### src/hdl/rrl_pkg.sv
`default_nettype none

package rrl_pkg;

   // width of every address field on the ports
   localparam int WORD_BITS = 32;

   // depth of the word queue between intake and lookup engine
   localparam int QUEUE_DEPTH = 2;

   typedef enum logic {
      OP_QUERY    = 1'b0,
      OP_REGISTER = 1'b1
   } op_type;

   typedef enum logic [1:0] {
      ST_IDLE,
      ST_SCAN,
      ST_LAST,
      ST_DONE
   } scan_state_type;

   localparam logic STATUS_OK   = 1'b0;
   localparam logic STATUS_FULL = 1'b1;

   typedef struct packed {
      op_type                 op;
      logic [WORD_BITS-1:0]   code_address;
      logic [WORD_BITS-1:0]   region_end;
      logic [WORD_BITS-1:0]   restart_address;
   } item_type;

endpackage

`default_nettype wire

### src/hdl/restart_region_lookup.sv
`default_nettype none

// Restart region lookup.
// Keeps up to MAX_REGIONS code regions (start, exclusive end, restart address).
// Input channel: drive start high with req_* valid; the word is taken at a
// rising edge where start is high and busy is low. req_action = 1 registers a
// region (same start overwrites it, a full table drops it with rsp_status = 1);
// req_action = 0 queries a program counter in req_code_address.
// Result channel: one word per input word, shown for one cycle with rsp_strobe.
// A query answers rsp_in_region = 1 and the restart address when the counter
// lies strictly inside the region with the greatest start not above it.
// With the engine idle, an accepted word passes the queue and the engine states
// IDLE, SCAN, LAST and DONE before the registered rsp_strobe rises. The engine
// takes no new word until it is back in IDLE, as it reads one table slot per
// cycle from the single table read port. A two-word queue in front lets new
// words be taken while a lookup runs; busy rises when it is full.
// Reset clears the queue, the engine and all slot valid bits (empty table).
// The receiver cannot stall; every result is taken in its strobe cycle.
module restart_region_lookup #(
   parameter int MAX_REGIONS = 16,
   parameter int ADDR_BITS   = 32
) (
   input  wire logic                          clock,
   input  wire logic                          reset,
   input  wire logic                          start,
   output logic                               busy,
   input  wire logic                          req_action,
   input  wire logic [rrl_pkg::WORD_BITS-1:0] req_code_address,
   input  wire logic [rrl_pkg::WORD_BITS-1:0] req_region_end,
   input  wire logic [rrl_pkg::WORD_BITS-1:0] req_restart_address,
   output logic                               rsp_strobe,
   output logic                               rsp_in_region,
   output logic [rrl_pkg::WORD_BITS-1:0]      rsp_resume_address,
   output logic                               rsp_status
);
   import rrl_pkg::*;

   logic     item_valid;
   item_type item;
   logic     item_pop;

   rrl_front u_front (
      .clock               (clock),
      .reset               (reset),
      .start               (start),
      .busy                (busy),
      .req_action          (req_action),
      .req_code_address    (req_code_address),
      .req_region_end      (req_region_end),
      .req_restart_address (req_restart_address),
      .item_valid          (item_valid),
      .item                (item),
      .item_pop            (item_pop)
   );

   rrl_back #(
      .MAX_REGIONS (MAX_REGIONS),
      .ADDR_BITS   (ADDR_BITS)
   ) u_back (
      .clock              (clock),
      .reset              (reset),
      .item_valid         (item_valid),
      .item               (item),
      .item_pop           (item_pop),
      .rsp_strobe         (rsp_strobe),
      .rsp_in_region      (rsp_in_region),
      .rsp_resume_address (rsp_resume_address),
      .rsp_status         (rsp_status)
   );

endmodule

`default_nettype wire

### src/hdl/rrl_front.sv
`default_nettype none

module rrl_front (
   input  wire logic                          clock,
   input  wire logic                          reset,
   input  wire logic                          start,
   output logic                               busy,
   input  wire logic                          req_action,
   input  wire logic [rrl_pkg::WORD_BITS-1:0] req_code_address,
   input  wire logic [rrl_pkg::WORD_BITS-1:0] req_region_end,
   input  wire logic [rrl_pkg::WORD_BITS-1:0] req_restart_address,
   output logic                               item_valid,
   output rrl_pkg::item_type                  item,
   input  wire logic                          item_pop
);
   import rrl_pkg::*;

   localparam int PTR_BITS = $clog2(QUEUE_DEPTH);
   localparam int CNT_BITS = $clog2(QUEUE_DEPTH + 1);

   item_type              queue_ff [QUEUE_DEPTH];
   logic [PTR_BITS-1:0]   wr_ptr_ff, wr_ptr_in;
   logic [PTR_BITS-1:0]   rd_ptr_ff, rd_ptr_in;
   logic [CNT_BITS-1:0]   count_ff, count_in;
   logic                  push;
   item_type              new_item;

   // classify the incoming word
   always_comb begin
      new_item.op              = req_action ? OP_REGISTER : OP_QUERY;
      new_item.code_address    = req_code_address;
      new_item.region_end      = req_region_end;
      new_item.restart_address = req_restart_address;
   end

   assign busy       = (count_ff == CNT_BITS'(QUEUE_DEPTH));
   assign push       = start && !busy;
   assign item_valid = (count_ff != '0);
   assign item       = queue_ff[rd_ptr_ff];

   // advance pointers and fill count
   always_comb begin
      wr_ptr_in = wr_ptr_ff;
      rd_ptr_in = rd_ptr_ff;
      count_in  = count_ff;
      if (push) begin
         wr_ptr_in = (wr_ptr_ff == PTR_BITS'(QUEUE_DEPTH - 1)) ? '0 : wr_ptr_ff + 1'b1;
      end
      if (item_pop) begin
         rd_ptr_in = (rd_ptr_ff == PTR_BITS'(QUEUE_DEPTH - 1)) ? '0 : rd_ptr_ff + 1'b1;
      end
      if (push && !item_pop) begin
         count_in = count_ff + 1'b1;
      end else if (!push && item_pop) begin
         count_in = count_ff - 1'b1;
      end
   end

   always_ff @(posedge clock) begin
      if (reset) begin
         wr_ptr_ff <= '0;
         rd_ptr_ff <= '0;
         count_ff  <= '0;
      end else begin
         wr_ptr_ff <= wr_ptr_in;
         rd_ptr_ff <= rd_ptr_in;
         count_ff  <= count_in;
      end
   end

   // hold the word in the queue
   always_ff @(posedge clock) begin
      if (push) begin
         queue_ff[wr_ptr_ff] <= new_item;
      end
   end

endmodule

`default_nettype wire

### src/hdl/rrl_back.sv
`default_nettype none

module rrl_back #(
   parameter int MAX_REGIONS = 16,
   parameter int ADDR_BITS   = 32
) (
   input  wire logic                          clock,
   input  wire logic                          reset,
   input  wire logic                          item_valid,
   input  wire rrl_pkg::item_type             item,
   output logic                               item_pop,
   output logic                               rsp_strobe,
   output logic                               rsp_in_region,
   output logic [rrl_pkg::WORD_BITS-1:0]      rsp_resume_address,
   output logic                               rsp_status
);
   import rrl_pkg::*;

   localparam int IDX_BITS   = $clog2(MAX_REGIONS);
   localparam int STORE_BITS = (ADDR_BITS < WORD_BITS) ? ADDR_BITS : WORD_BITS;

   // region table
   logic [STORE_BITS-1:0]  start_mem  [MAX_REGIONS];
   logic [STORE_BITS-1:0]  end_mem    [MAX_REGIONS];
   logic [STORE_BITS-1:0]  resume_mem [MAX_REGIONS];
   logic [MAX_REGIONS-1:0] slot_valid_ff;

   scan_state_type         state_ff, state_in;
   logic [IDX_BITS-1:0]    idx_ff, idx_in;

   // current word
   op_type                 op_ff;
   logic [STORE_BITS-1:0]  addr_ff;
   logic [STORE_BITS-1:0]  end_ff;
   logic [STORE_BITS-1:0]  resume_ff;

   // read stage
   logic [STORE_BITS-1:0]  rd_start_ff;
   logic [STORE_BITS-1:0]  rd_end_ff;
   logic [STORE_BITS-1:0]  rd_resume_ff;
   logic                   rd_valid_ff;
   logic                   eval_ff;
   logic [IDX_BITS-1:0]    eval_idx_ff;

   // scan results
   logic                   best_found_ff;
   logic [STORE_BITS-1:0]  best_start_ff;
   logic [STORE_BITS-1:0]  best_end_ff;
   logic [STORE_BITS-1:0]  best_resume_ff;
   logic                   match_found_ff;
   logic [IDX_BITS-1:0]    match_idx_ff;
   logic                   free_found_ff;
   logic [IDX_BITS-1:0]    free_idx_ff;

   logic                   load;
   logic                   scan_active;
   logic                   finish;
   logic                   hit_match;
   logic                   hit_free;
   logic                   hit_best;
   logic                   wr_en;
   logic [IDX_BITS-1:0]    wr_idx;
   logic                   query_hit;

   // next state
   always_comb begin
      state_in = state_ff;
      case (state_ff)
         ST_IDLE: begin
            if (item_valid) begin
               state_in = ST_SCAN;
            end
         end
         ST_SCAN: begin
            if (idx_ff == IDX_BITS'(MAX_REGIONS - 1)) begin
               state_in = ST_LAST;
            end
         end
         ST_LAST: state_in = ST_DONE;
         ST_DONE: state_in = ST_IDLE;
         default: state_in = ST_IDLE;
      endcase
   end

   // state outputs
   always_comb begin
      load        = 1'b0;
      scan_active = 1'b0;
      finish      = 1'b0;
      case (state_ff)
         ST_IDLE: load        = item_valid;
         ST_SCAN: scan_active = 1'b1;
         ST_LAST: ;
         ST_DONE: finish      = 1'b1;
         default: ;
      endcase
   end

   assign item_pop = load;
   assign idx_in   = load ? '0 : (scan_active ? idx_ff + 1'b1 : idx_ff);

   always_ff @(posedge clock) begin
      if (reset) begin
         state_ff      <= ST_IDLE;
         idx_ff        <= '0;
         eval_ff       <= 1'b0;
         slot_valid_ff <= '0;
         rsp_strobe    <= 1'b0;
      end else begin
         state_ff   <= state_in;
         idx_ff     <= idx_in;
         eval_ff    <= scan_active;
         rsp_strobe <= finish;
         if (wr_en) begin
            slot_valid_ff[wr_idx] <= 1'b1;
         end
      end
   end

   // latch the word, masked to the stored address width
   always_ff @(posedge clock) begin
      if (load) begin
         op_ff     <= item.op;
         addr_ff   <= item.code_address[STORE_BITS-1:0];
         end_ff    <= item.region_end[STORE_BITS-1:0];
         resume_ff <= item.restart_address[STORE_BITS-1:0];
      end
   end

   // table write port and registered read port
   always_ff @(posedge clock) begin
      if (wr_en) begin
         start_mem[wr_idx]  <= addr_ff;
         end_mem[wr_idx]    <= end_ff;
         resume_mem[wr_idx] <= resume_ff;
      end
      rd_start_ff  <= start_mem[idx_ff];
      rd_end_ff    <= end_mem[idx_ff];
      rd_resume_ff <= resume_mem[idx_ff];
      rd_valid_ff  <= slot_valid_ff[idx_ff];
      eval_idx_ff  <= idx_ff;
   end

   // evaluate one slot per cycle
   assign hit_match = eval_ff && rd_valid_ff && (rd_start_ff == addr_ff);
   assign hit_free  = eval_ff && !rd_valid_ff;
   assign hit_best  = eval_ff && rd_valid_ff && (rd_start_ff <= addr_ff)
                      && (!best_found_ff || (rd_start_ff > best_start_ff));

   always_ff @(posedge clock) begin
      if (load) begin
         best_found_ff  <= 1'b0;
         match_found_ff <= 1'b0;
         free_found_ff  <= 1'b0;
      end else begin
         if (hit_match && !match_found_ff) begin
            match_found_ff <= 1'b1;
            match_idx_ff   <= eval_idx_ff;
         end
         if (hit_free && !free_found_ff) begin
            free_found_ff <= 1'b1;
            free_idx_ff   <= eval_idx_ff;
         end
         if (hit_best) begin
            best_found_ff  <= 1'b1;
            best_start_ff  <= rd_start_ff;
            best_end_ff    <= rd_end_ff;
            best_resume_ff <= rd_resume_ff;
         end
      end
   end

   // commit a register word: overwrite a same-start slot, else take the lowest free one
   assign wr_en  = finish && (op_ff == OP_REGISTER) && (match_found_ff || free_found_ff);
   assign wr_idx = match_found_ff ? match_idx_ff : free_idx_ff;

   assign query_hit = (op_ff == OP_QUERY) && best_found_ff
                      && (addr_ff > best_start_ff) && (addr_ff < best_end_ff);

   // drive the result word
   always_ff @(posedge clock) begin
      if (finish) begin
         rsp_in_region      <= query_hit;
         rsp_resume_address <= query_hit ? WORD_BITS'(best_resume_ff) : '0;
         rsp_status         <= ((op_ff == OP_REGISTER) && !match_found_ff && !free_found_ff)
                               ? STATUS_FULL : STATUS_OK;
      end
   end

endmodule

`default_nettype wire
### config.mk
export PLATFORM = sky130hd
export DESIGN_NAME = restart_region_lookup
export DESIGN_NICKNAME = d
export VERILOG_FILES = /design/src/hdl/rrl_pkg.sv /design/src/hdl/restart_region_lookup.sv /design/src/hdl/rrl_front.sv /design/src/hdl/rrl_back.sv
export SDC_FILE = /design/constraint.sdc
export NUM_CORES = 2
export LEC_CHECK = 0
export BUFFER_PORTS_ARGS = -buffer_cell sky130_fd_sc_hd__buf_2
export CAP_MARGIN = 20
export CORE_MARGIN = 2
export CORE_UTILIZATION = 35
export DETAILED_ROUTE_END_ITERATION = 10
export PLACE_DENSITY_LB_ADDON = 0.12
export SYNTH_ARGS = -nofsm -noshare
export SYNTH_HDL_FRONTEND = slang
export SYNTH_SLANG_ARGS = --single-unit
### constraint.sdc
create_clock -name clock -period 6.2 [get_ports clock]
set_input_delay 0.62 -clock clock [delete_from_list [all_inputs] [get_ports clock]]
set_output_delay 0.62 -clock clock [all_outputs]
set_load 0.05 [all_outputs]
Word-level counts from Yosys, hierarchy flattened
Memory sizes are Yosys's and may differ from the RTL's. A register that Yosys moved wholly into a read port is not among the register bits.
Index checks and enable logic that the tools add are counted.

storage, ports and cells
  register bits after elaboration = 174
  RAM bits = 1730
  input port bits = 100
  output and inout bits = 36
  word-level logic and storage cells = 104
  memories kept = 4

memories
  name               words  bits a word  rd ports  clocked after memory_dff  write ports  RTL line         RTL
  u_back.end_mem     16     32           1         1                         1            rrl_back.sv:24   logic [STORE_BITS-1:0] end_mem [MAX_REGIONS];
  u_back.resume_mem  16     32           1         1                         1            rrl_back.sv:25   logic [STORE_BITS-1:0] resume_mem [MAX_REGIONS];
  u_back.start_mem   16     32           1         1                         1            rrl_back.sv:23   logic [STORE_BITS-1:0] start_mem [MAX_REGIONS];
  u_front.queue_ff   2      97           1         1                         1            rrl_front.sv:21  item_type queue_ff [QUEUE_DEPTH];

cells by class
  $add $sub $neg = 5
  order comparisons = 7
  equal/unequal tests = 8
  mux-type cells = 21
  bitwise operators = 3
  reductions and logical operators = 35

operator list
  operator                                                                      number
  32-bit greater-than comparator                                                2
  32-bit equality test                                                          1
  32-bit less-or-equal comparator                                               1
  32-bit less-than comparator                                                   1
  1-bit logical AND                                                             18
  16-bit bitwise OR                                                             1
  1-bit two-way mux                                                             13
  4-bit by 5-bit less-than comparator with 1-bit output, second input constant  2
  2-bit two-way mux                                                             4
  2-bit case mux with 4 select lines                                            1
  2-bit AND reduction                                                           4
  1-bit logical NOT                                                             7
  2-bit equality test, second input constant                                    3
  4-bit by 1-bit adder with 4-bit output, second input constant                 1
  1-bit binary-select mux with 4-bit select                                     1
  1-bit demux with 4-bit select                                                 1
  4-bit equality test, second input constant                                    1
  4-bit by 1-bit >= comparator with 1-bit output, second input constant         1
  4-bit two-way mux                                                             1
  2-bit by 1-bit != test with 1-bit output, second input constant               2
  2-bit nonzero test                                                            2
  1-bit adder, second input constant                                            2
  2-bit by 1-bit adder with 2-bit output, second input constant                 1
  2-bit by 1-bit equality test with 1-bit output, second input constant         1
  other kinds (5)                                                               7

Logic depth before layout (Yosys ltp)
  depth after elaboration = 7
  mapped depth = 9
  depth with buffers taken out = 8

By module
A second synthesis with hierarchy kept.

unflattened totals
  cells, all modules = 3404
  area, all modules = 78510.3 µm²

modules (own cells, without submodules)
  module     instances  cells each  area an instance (µm²)  sequential area each (µm²)
  rrl_back   1          3077        71177.0                 55743.5
  rrl_front  1          327         7333.3                  5925.7

Worst setup path before layout
No wires, ideal clock.

  kind = register -> register
  start = register u_back.state_ff[0]
  end = memory u_back.end_mem[9][0] (netlist bit) (enable)
  library setup time = 0.553 ns
  data arrival time = 5.823 ns
  data required time = 5.647 ns
  slack = -0.176 ns
  cell stages (with the launch flop) = 6
  buffers on the path = 0
  clock period less this slack = 6.376 ns
  path through = dfxtp_1 -> ha_1 -> nand2_1 -> a21oi_1 -> nand2_1 -> nor2_1

between the ends
  word-level cells in the longest chain between the ends = 6

ends and longest elaborated chain
  item                                     RTL line         RTL
  start, declared                          rrl_back.sv:28   scan_state_type state_ff, state_in;
  start signal, assigned                   rrl_back.sv:110  state_ff <= state_in;
  2-bit equality test                      rrl_back.sv:90   case (state_ff)
  1-bit two-way mux                        rrl_back.sv:90
  via u_back.finish                        rrl_back.sv:57   logic finish;
  1-bit logical AND (2 in a row)           rrl_back.sv:174  assign wr_en = finish && (op_ff == OP_REGISTER) && (match_found_ff || free_found_ff);
  1-bit two-way mux                        rrl_back.sv:132  if (wr_en) begin
  1-bit two-way mux (implied by the code)  rrl_back.sv:134  end_mem[wr_idx] <= end_ff;
  end, declared                            rrl_back.sv:24

The timed path passes the listed nets, and every way through them passes these cells.

Worst setup path in the final report
  start = register u_back.addr_ff[14] (read register of u_front.queue_ff)
  end = register u_back.best_resume_ff[25] (enable)

between the ends
  word-level cells in the longest chain between the ends = 4

ends and longest elaborated chain
  item                             RTL line         RTL
  start, declared                  rrl_back.sv:33   logic [STORE_BITS-1:0] addr_ff;
  32-bit less-or-equal comparator  rrl_back.sv:147  assign hit_best = eval_ff && rd_valid_ff && (rd_start_ff <= addr_ff)
  1-bit logical AND                rrl_back.sv:147
  1-bit logical AND                rrl_back.sv:148  && (!best_found_ff || (rd_start_ff > best_start_ff));
  2-bit AND reduction (no line)    n/a
  end signal, assigned             rrl_back.sv:168  best_resume_ff <= rd_resume_ff;
  end, declared                    rrl_back.sv:49   logic [STORE_BITS-1:0] best_resume_ff;

Every way passes these cells.
A chain may end at the register's enable or synchronous reset.

==> results by group <==
Setup path
  – Delay-heaviest family, CP: simple AND/OR/NAND/NOR gates
  – Slowest cell delay on critical path: 0.84 ns
  – Critical path buffers and inverters: 2
  – Worst Path Arrival: 4.73 ns
  – Startpoint types: flop
  – Reg-to-Reg Start: u_back.addr_ff[14]$_DFFE_PP_
  – Worst reg-to-reg path cell count: 8
  – Critical path endpoint category: flop
  – Reg-to-reg endpoint: u_back.best_resume_ff[25]$_DFFE_PP_
  – Required @ worst endpoint: roughly 6.7 ns
  – Slowest CP cell: nor4_1
  – Setup CP Type: reg -> reg
  – Critical path peak fanout: between 50 and 60
  – Cell mode on critical path: nand4_1
  – Crit-path cells: inv_1, ha_1, nand4_1, nor4_1, nand4_1, a22oi_1, o21a_4, buf_12
  – Worst R2R Setup Slack: 1.95 ns

Timing
  – RSZ-0062 raised after global routing: false
  – Final Skew: 0.0305 ns
  – Final min period: between 4 and 5 ns
  – Maximum clock rate: around 240 MHz
  – Max Slew Vio Count: 0
  – Final setup fails: 0
  – Setup WS post-layout: 1.95 ns
  – Setup TNS: 0 ns
  – Period utilisation layout: approximately two thirds
  – Final Hold Viols: 0
  – Worst-Margin Slew: around 1.2 ns
  – Slew headroom: between 20% and 30%

Clock network
  – Max clock buf depth: 3
  – Root buffer cell: clkbuf_16
  – CTS resizes: 0
  – Clk_lat worst skew: around 0.85 ns
  – Clock slew at reported path FFs: approximately 0.060 ns
  – Number of setup buffers added after CTS: 0
  – Clock sink count: about 2,100
  – CTS tree: done
  – CTS Buf Count: around 220
  – Htree depth: 4

Global route
  – Grt total ovfl: 0
  – Largest net degree at the start of global routing: 89
  – GRT Total Usage: between 10% and 20%
  – Global-route wire length before repair: 281,000 um
  – Initial antenna violation count: 5
  – Number of global-route vias before repair: about 38,000

Yosys
  – Largest family of logic cells by synthesized area: multiplexers
  – Synth Area in XOR/XNOR: 0.0782%
  – Cells after Synth: around 3,400
  – Synthesized cell area: approximately 78,000 um2
  – Post-Syn Area per Cell: roughly 23 um2
  – Compound-Gate Fraction of Synth Area: ~1.0%
  – EDFF count, synth: between 1,500 and 2,000
  – Syn nets: ~3,600
  – Number of library cell types mapped by synthesis: 55
  – Register bit count reported by yosys: about 2,100
  – Main synth FF type: edfxtp_1
  – Mux contribution to synthesized area: between 10% and 20%
  – Simple-gate share of the synthesized area: under 10%
  – Adder-cell share of the synthesized area: approximately 2.1%
  – Post-synth ARST share: 0%
  – Synth warn: 0
  – Post-synthesis sequential area ratio: between 70% and 80%

Drt
  – Initial drt markers: about 3,200
  – Remaining antenna violation count after routing: 0
  – Drt first pass iters: 5
  – Vias: approximately 35,000
  – DRT Wirelength: 196,000 um
  – Residual DRC: 0
  – Vias per cell: 5.05
  – Routed WL per cell: approximately 28 um

Floorplan
  – Cell Rows: 173
  – Die ar.: roughly 230,000 um2
  – Initial Util: between 30% and 40%
  – Core Box Area: roughly 220,000 um2
  – Die W: 477 um
  – Die H: roughly 480 um
  – I/O pins: approximately 140

Placed design
  – GP Congestion: about 0.77
  – HPWL Detailed: about 99,000 um
  – IO Port Bufs: ~140
  – Placed insts: 6,452
  – Pre-CTS WS: 1.86 ns

Hold path
  – Worst Min Path Start: req_region_end[0]
  – WHS Path Cells: 1
  – Hold EP: u_front.queue_ff[1][32]$_DFFE_PP_
  – HP Class: in -> reg

Layout
  – Leading cell type in the layout, fill and taps excluded: edfxtp_1
  – Most frequent cells in the layout: edfxtp_1 (1,965), mux4_2 (485), clkbuf_16 (220)
  – Layout cell share with drive strength beyond 1: just under 30%
  – Layout area overhead: 16.2%
  – Final non-filler cell total: between 6,000 and 7,000
  – Utilization after layout: 41.0%
  – Nets@finish: 4,024
  – Fillers: a little under 20,000

Power and ir drop
  – Peak supply drop: just over 0.0003 V
  – Power per cell area: just over 400 nW/um2
  – P_leak: approximately 29 nW

Flow run
  – Max-cap violations: 0

Outcome
  – Outcome: finished, final reports clean
## per-layer routing
layer	GRT usage, %	wire (um)
met1	23.7	87300
met2	29.0	97700
met3	2.29	7150
met4	4.02	3640
met5	0	0
## worst reg2reg max path: stages (launching register included)
cell and delay [ns]:
edfxtp_1 0.76, inv_1 0.10, ha_1 0.33, nand4_1 0.16
nor4_1 0.84, nand4_1 0.16, a22oi_1 0.31, o21a_4 0.71
buf_12 0.45
## state kept, by name, summed over array words and instances (netlist names), 16 cells and up
signal,flops
u_back.resume_ff,32
u_back.slot_valid_ff,16
u_back.end_mem,512
u_back.start_mem,512
u_back.best_start_ff,32
u_back.rsp_resume_address,32
u_back.best_resume_ff,32
u_back.resume_mem,512
u_back.rd_resume_ff,32
u_back.end_ff,32
u_back.rd_end_ff,32
u_back.rd_start_ff,32
u_back.addr_ff,32
u_front.queue_ff,194
u_back.best_end_ff,32
## synthesized netlist by cell type (6+ instances only)
library cell,count,share of area [%]
ha_1,133,2.1
edfxtp_1,1965,75
a21o_1,11,0.11
a21oi_1,51,0.33
mux4_2,485,14
nor4_1,6,0.048
xor2_1,6,0.067
mux2_2,98,1.4
nand4_1,24,0.19
dfxtp_1,132,3.4
buf_1,21,0.10
nand3_1,12,0.077
nand2b_1,8,0.064
o211ai_1,6,0.057
inv_1,106,0.51
o21ai_0,18,0.11
nor2_1,76,0.36
clkbuf_1,91,0.44
nand2_1,40,0.19
nor3b_2,29,0.46
buf_2,18,0.11
a211oi_1,7,0.067
## per-stage QoR
| step | power, W | cell area [um2] | hold WS [ns] |
|---|---|---|---|
| floorplan | 0.0225 | 78400 | 0.326 |
| global placement | 0.0247 | 83300 | 0.388 |
| detailed placement | 0.0247 | 83300 | 0.389 |
| CTS | 0.0374 | 91100 | 0.0102 |
| global route | 0.0385 | 91100 | 0.0266 |
| finish | 0.0369 | 91100 | 0.0820 |
## how the worst max path moves through the flow
| stage | depth (start not counted) | slack, ns | end | startpoint |
|---|---|---|---|---|
| CTS | 8 | 1.85 | u_back.best_resume_ff[26]$_DFFE_PP_ | u_back.addr_ff[9]$_DFFE_PP_ |
| global placement | 8 | 1.93 | u_back.best_resume_ff[21]$_DFFE_PP_ | u_back.addr_ff[9]$_DFFE_PP_ |
| finish | 8 | 1.95 | u_back.best_resume_ff[25]$_DFFE_PP_ | u_back.addr_ff[14]$_DFFE_PP_ |
| detailed placement | 8 | 1.86 | u_back.best_resume_ff[18]$_DFFE_PP_ | u_back.addr_ff[14]$_DFFE_PP_ |
| global route | 8 | 1.55 | u_back.best_resume_ff[17]$_DFFE_PP_ | u_back.addr_ff[11]$_DFFE_PP_ |
| floorplan | 5 | -0.18 | u_back.end_mem[9][0]$_DFFE_PP_ | u_back.state_ff[0]$_SDFFE_PP0P_ |
## where the power goes
| group | switching (W) | internal [W] |
|---|---|---|
| sequential | 0.00165 | 0.0179 |
| combinational | 0.00252 | 0.00223 |
| clock | 0.00535 | 0.00725 |
| total | 0.00952 | 0.0274 |
## repair_timing
item	4_1_cts	5_1_grt
hold buffers	96	0
endpoints found under the setup margin	0	0
endpoints found under the hold margin	192	0
## cells by family after synthesis
logic type               after synthesis
XOR/XNOR                               7
AO/OA/AOI/OAI                        127
flip-flops                          2097
AND/OR/NAND/NOR                      218
adder cells (fa/ha/maj)              133
buffers and inverters                239
multiplexers                         586
## layout make-up
| cell class | count | area, um2 | area share (%) |
|---|---|---|---|
| Sequential cell | 2097 | 61700 | 67.7 |
| Multi-Input combinational cell | 1071 | 16000 | 17.6 |
| Tap cell | 2975 | 3720 | 4.08 |
| Antenna cell | 2 | 5.00 | 0.00549 |
| Timing Repair Buffer | 300 | 2490 | 2.73 |
| Clock buffer | 314 | 6100 | 6.69 |
| Clock inverter | 84 | 749 | 0.822 |
| Inverter | 106 | 403 | 0.442 |
Power figures use the tool's default switching activity.
